## src/rtl/core/fuzzy_membership_threshold_filter_unit_macros.svh

```systemverilog
// Assertion macros for the possibility filter.
`ifndef FUZZY_MEMBERSHIP_THRESHOLD_FILTER_UNIT_MACROS_SVH
`define FUZZY_MEMBERSHIP_THRESHOLD_FILTER_UNIT_MACROS_SVH
`ifndef NO_ASSERTIONS
`define FMTF_ASSERT(lbl, clk, rst, prop) \
   lbl: assert property (@(posedge clk) disable iff (rst) prop) \
      else $error("fmtf assertion failed");
`define FMTF_ASSERT_ALWAYS(lbl, clk, prop) \
   lbl: assert property (@(posedge clk) prop) \
      else $error("fmtf assertion failed");
`else
`define FMTF_ASSERT(lbl, clk, rst, prop)
`define FMTF_ASSERT_ALWAYS(lbl, clk, prop)
`endif
`endif

```

## src/rtl/core/fmtf_pkg.sv

```systemverilog
package fmtf_pkg;
   localparam int FRAC_BITS_DEF = 16;
   localparam int REQ_W  = 128;
   localparam int VAL_W  = 32;
   localparam int SPR_W  = 31;
   localparam int THR_W  = 17;
   localparam int OP_W   = 3;
   localparam int IDX_W  = 3;
   localparam int PT_W   = 35;   // edge points
   localparam int RW     = 38;   // numerator, divisor, remainder
   localparam int CW     = 32;   // threshold compare width

   typedef enum logic [IDX_W-1:0] {
      CSR_REF_PEAK   = 3'd0,
      CSR_REF_LEFT   = 3'd1,
      CSR_REF_CORE   = 3'd2,
      CSR_REF_RIGHT  = 3'd3,
      CSR_CMP_OP     = 3'd4,
      CSR_THRESHOLD  = 3'd5,
      CSR_NEGATE     = 3'd6
   } csr_idx_type;

   typedef enum logic [OP_W-1:0] {
      CMP_EQ     = 3'd0,
      CMP_NE     = 3'd1,
      CMP_LT     = 3'd2,
      CMP_LE     = 3'd3,
      CMP_GT     = 3'd4,
      CMP_GE     = 3'd5,
      CMP_ALWAYS = 3'd6
   } cmp_op_type;

   typedef struct packed {
      logic [RW-1:0] num;
      logic [RW-1:0] den;
   } div_job_type;

   // foot/shoulder pair crossing set-up; a miss gives 0/1
   function automatic div_job_type cross_setup(input logic signed [PT_W-1:0] f1,
                                               input logic signed [PT_W-1:0] s1,
                                               input logic signed [PT_W-1:0] f2,
                                               input logic signed [PT_W-1:0] s2);
      div_job_type j;
      logic signed [RW-1:0] n;
      logic signed [RW-1:0] d;
      logic hit;
      hit = (f1 < f2 && s1 > s2) || (f2 < f1 && s2 > s1);
      n = RW'(f1) - RW'(f2);
      d = (RW'(s2) - RW'(f2)) - (RW'(s1) - RW'(f1));
      if (hit) begin
         j.num = n[RW-1] ? -n : n;
         j.den = d[RW-1] ? -d : d;
      end else begin
         j.num = '0;
         j.den = RW'(1);
      end
      return j;
   endfunction
endpackage

```

## src/rtl/core/fmtf_divider.sv

```systemverilog
// Restoring divider lane, one quotient bit per stage; num < den on entry.
module fmtf_divider
   import fmtf_pkg::*;
#(
   parameter int FRAC_BITS = FRAC_BITS_DEF
) (
   input  logic                 clock,
   input  logic                 en,
   input  div_job_type          job,
   output logic [FRAC_BITS-1:0] quot
);
   logic [RW-1:0]        r_ff [FRAC_BITS];
   logic [RW-1:0]        d_ff [FRAC_BITS];
   logic [FRAC_BITS-1:0] q_ff [FRAC_BITS];
   logic [RW-1:0]        r_in [FRAC_BITS];
   logic [FRAC_BITS-1:0] q_in [FRAC_BITS];
   // operands seen by each stage
   logic [RW-1:0]        r_src [FRAC_BITS];
   logic [RW-1:0]        d_src [FRAC_BITS];
   logic [FRAC_BITS-1:0] q_src [FRAC_BITS];

   always_comb begin
      logic [RW-1:0] r2;
      r_src[0] = job.num;
      d_src[0] = job.den;
      q_src[0] = '0;
      for (int k = 1; k < FRAC_BITS; k++) begin
         r_src[k] = r_ff[k-1];
         d_src[k] = d_ff[k-1];
         q_src[k] = q_ff[k-1];
      end
      for (int k = 0; k < FRAC_BITS; k++) begin
         r2 = {r_src[k][RW-2:0], 1'b0};
         if (r2 >= d_src[k]) begin
            r_in[k] = r2 - d_src[k];
            q_in[k] = {q_src[k][FRAC_BITS-2:0], 1'b1};
         end else begin
            r_in[k] = r2;
            q_in[k] = {q_src[k][FRAC_BITS-2:0], 1'b0};
         end
      end
   end

   always_ff @(posedge clock) begin
      if (en) begin
         for (int k = 0; k < FRAC_BITS; k++) begin
            r_ff[k] <= r_in[k];
            d_ff[k] <= d_src[k];
            q_ff[k] <= q_in[k];
         end
      end
   end

   assign quot = q_ff[FRAC_BITS-1];
endmodule

```

## config.mk

```make
export PLATFORM = sky130hd
export DESIGN_NAME = fmtf_divider
export DESIGN_NICKNAME = d
export VERILOG_FILES = /design/src/rtl/core/fuzzy_membership_threshold_filter_unit_macros.svh /design/src/rtl/core/fmtf_pkg.sv /design/src/rtl/core/fmtf_divider.sv
export SDC_FILE = /design/constraint.sdc
export NUM_CORES = 2
export LEC_CHECK = 0
export BUFFER_PORTS_ARGS = -buffer_cell sky130_fd_sc_hd__buf_4
export CORE_MARGIN = 2
export CORE_UTILIZATION = 48
export CTS_BUF_LIST = sky130_fd_sc_hd__clkbuf_4
export CTS_CLUSTER_DIAMETER = 50
export DETAILED_ROUTE_END_ITERATION = 6
export GPL_ROUTABILITY_DRIVEN = 0
export HOLD_SLACK_MARGIN = 0.05
export PLACE_DENSITY = 0.62
export SYNTH_ARGS = -nofsm -noshare
export SYNTH_HDL_FRONTEND = slang
export SYNTH_SLANG_ARGS = --single-unit
```

## constraint.sdc

```tcl
create_clock -name clock -period 3.5 [get_ports clock]
set_input_delay 0.7 -clock clock [delete_from_list [all_inputs] [get_ports clock]]
set_output_delay 0.7 -clock clock [all_outputs]
set_load 0.01 [all_outputs]
```

==> flow_summary.toml <==
[run_status]
status = "complete, but fails checks"
violations = "design-rule violations, negative setup slack"

[global_route]
grt_pass1_vias = 59370
grt_pass1_wl_mm = 280.1
antenna_found_initial = 2
grt_start_max_net_pins = 110
grt_use_total = 0.2142
grt_remaining_overflow = 0

[setup_path]
worstPathMaxFanout = 6
crit_slowest_cell = "edfxtp_1"
path_buf_inv = 4
critPathKind = "flip-flop to flip-flop"
critical_path.endpoint_type = "flip-flop"
cpPeakStageDelay_ns = 0.41
cp_top_family = "compound AO/OA/AOI/OAI gates"
start_kind = "flip-flop"
crit_arrival_ns = 4.59
crit_path_cell_trace = "inv_1, ha_4, a21oi_2, o21ai_2, a221o_1, and2_4, a311oi_4, a31oi_4, o41ai_2, buf_4, o31a_4, buf_12, inv_4, mux2_4"
cp.required_ns = 4.46

[routing]
wire_per_inst_um = 17.18
routed_wl_mm = 183.3
dr.pass1.iters = 7
dr.first_iter.drc_count = 2926
vias = 58060
via_per_inst = 5.442
drc = 2
antenna_left = 0

[timing]
hold_viol = 0
drv_slew = 0
fmax_mhz = 274.8
worst_slew_pin_slew_ns = 0.7275
rsz0062_at_grt = "true"
skew_ns = 0.08656
tns_ns = -6.497
slew_headroom = 0.5098
final.period_utilization = 1.040
final.setup.worst_slack_ns = -0.1390
setup-violations-final = 117
min_period_ns = 3.639

[die]
die_h_um = 402.4
start_util = 0.4822
boundaryPins = 94
coreArea_um2 = 158000
die_w_um = 402.4
rows = 146
dieArea_um2 = 162000

[yosys]
synth_xor_area_frac = 0.05149
synth_edf_count = 1261
muxShareOfSynthArea = 0.02929
async_flop_share = 0
postSynthCellCount = 7170
synthAdderAreaFrac = 0.1036
synth-compound-area-share = 0.1672
yosys_warnings = 0
synth_ff_type = "edfxtp_1"
synth_seq_cells = 1261
synthTopCellsByArea = "edfxtp_1 50%, ha_1 10%, a21oi_1 4.6%"
synth_nets = 7870
synthSimpleGateAreaFrac = 0.1011
synth.cell_area_um2 = 76200
synth_largest_area_cell = "edfxtp_1"
synth_top_family_by_area = "compound AO/OA/AOI/OAI gates"
syn_avg_cell_area_um2 = 10.63
seq_area_frac_synth = 0.4969
yosysUniqueCellTypes = 98
synth_top_area_frac = 0.4969

[pwr]
leakage_nw = 40.34
power.total_w = 0.07879
p_clk_frac = 0.153
p_int_w = 0.04857
seqPwrFrac = 0.305
p_per_area_nw_per_um2 = 843.5
p_sw_w = 0.03022
ir_drop_v = 0.0004532
switching_share = 0.3835
pwr-share-comb = 0.543

[cts]
cts_sinks = 1261
cts_root_buf = "clkbuf_4"
cts.clk_slew.worst_paths_ns = 0.07
cts-htree-levels = 5
clock_path_buffers = 4
cts_tree = "done"
clk_latency_ns = 1.25
cts_buffers = 345

[cells_and_area]
layout-drive-gt1-share = 0.2352
final.fill_count = 12890
area_growth_syn_to_layout_pct = 22.58
fin_nets = 9080
final_util = 0.5911

[placed_design]
io_buffers = 92
dp_hpwl_mm = 133.1

[hold_path]
hold_path_class = "input pin to flip-flop"

[job]
max_cap_violations = 0
## kinds of logic (layout without fill, tap and decap cells)
logic type,count (synthesis),after routing
simple gates,1645,1645
fa+ha+maj,622,622
buf+inv,969,2386
xor+xnor,448,448
flops,1261,1261
compound gates,2026,2026
other cells,0,9
mux,199,199
## Yosys cell counts, types with 72 or more instances
| master | number |
|---|---|
| o21bai_1 | 89 |
| xor2_1 | 176 |
| a21oi_1 | 695 |
| nor2b_1 | 72 |
| mux2_2 | 176 |
| nand2_1 | 461 |
| nand3_1 | 128 |
| inv_1 | 773 |
| o21a_1 | 95 |
| edfxtp_1 | 1261 |
| ha_1 | 607 |
| clkbuf_1 | 119 |
| o21ai_0 | 429 |
| a21o_1 | 264 |
| nor2_1 | 520 |
| xnor2_1 | 272 |
| nand4_1 | 104 |
| nor3_1 | 80 |
## sequential cells by signal (all words and copies together) (netlist names)
register and cells:
q_ff 136, d_ff 570, r_ff 555
## power groups by stage
stage                     sequential (W)  combinational (W)  clock (W)
after floorplan                   0.0234             0.0259          0
after global placement            0.0241             0.0365          0
after detailed placement          0.0241             0.0372          0
after CTS                         0.0239             0.0385     0.0125
after global routing              0.0244             0.0466     0.0132
final                             0.0240             0.0428     0.0120
## stage by stage
step	setup WS [ns]	cells	hold slack [ns]	instance area [µm²]
floorplan	0.1446	7170	0.4003	76200
global placement	-0.3421	9875	0.4008	84610
detailed placement	-0.3628	9875	0.4045	84610
CTS	-0.06395	10550	0.05729	90360
global route	-0.2122	10660	0.08995	93390
finish	-0.1390	10670	0.2000	93400
## cell usage in the layout (no fill, tap or decap), types with 176 or more instances in the layout
cell / netlist / routed
a21o_1: 264 / 263
a21oi_1: 695 / 652
buf_4: 22 / 867
clkbuf_4: 0 / 474
edfxtp_1: 1261 / 1261
ha_1: 607 / 577
inv_1: 773 / 763
nand2_1: 461 / 439
nor2_1: 520 / 509
o21ai_0: 429 / 380
xnor2_1: 272 / 272
xor2_1: 176 / 176
## repair_timing
| action | 4_1_cts | 5_1_grt |
|---|---|---|
| gates resized for setup | 115 | 433 |
| setup endpoints to repair | 296 | 466 |
| endpoints found under the hold margin | 177 | 0 |
| pin swaps | 56 | 156 |
| cloned | 9 | 31 |
| buffers inserted | 43 | 81 |
| hold buffers | 76 | 0 |
## path summary, 6_finish.rpt
kind,from,to,slack (ns),depth (start not counted)
worst max register to register,d_ff[0][237]$_DFFE_PP_,r_ff[0][287]$_DFFE_PP_,-0.14,14
worst min register to register,q_ff[0][83]$_DFFE_PP_,q_ff[0][100]$_DFFE_PP_,0.37,0
worst max-delay path,d_ff[0][237]$_DFFE_PP_,r_ff[0][287]$_DFFE_PP_,-0.14,14
worst min-delay path,job[37],d_ff[0][37]$_DFFE_PP_,0.20,2
## cell type report
| class | instances | area (µm²) | share of cell area |
|---|---|---|---|
| Clock buffer | 474 | 3558 | 0.03810 |
| Sequential cell | 1261 | 37870 | 0.4054 |
| Inverter | 778 | 2932 | 0.03139 |
| Multi-Input combinational cell | 4940 | 36700 | 0.3929 |
| Clock inverter | 80 | 351.6 | 0.003764 |
| Tap cell | 2072 | 2592 | 0.02776 |
| Timing Repair Buffer | 1054 | 9385 | 0.1005 |
| Antenna cell | 9 | 22.52 | 0.0002411 |
## per-layer routing
metal,up-vias,global-route usage,part of all wire,wire length [µm]
li1,28800,-,-,-
met1,26890,0.1901,0.33,60590
met2,1557,0.4258,0.55,101500
met3,817,0.02954,0.031,5620
met4,0,0.1681,0.085,15570
met5,-,0,0,0
No activity file was read; power rests on OpenSTA's default activity.
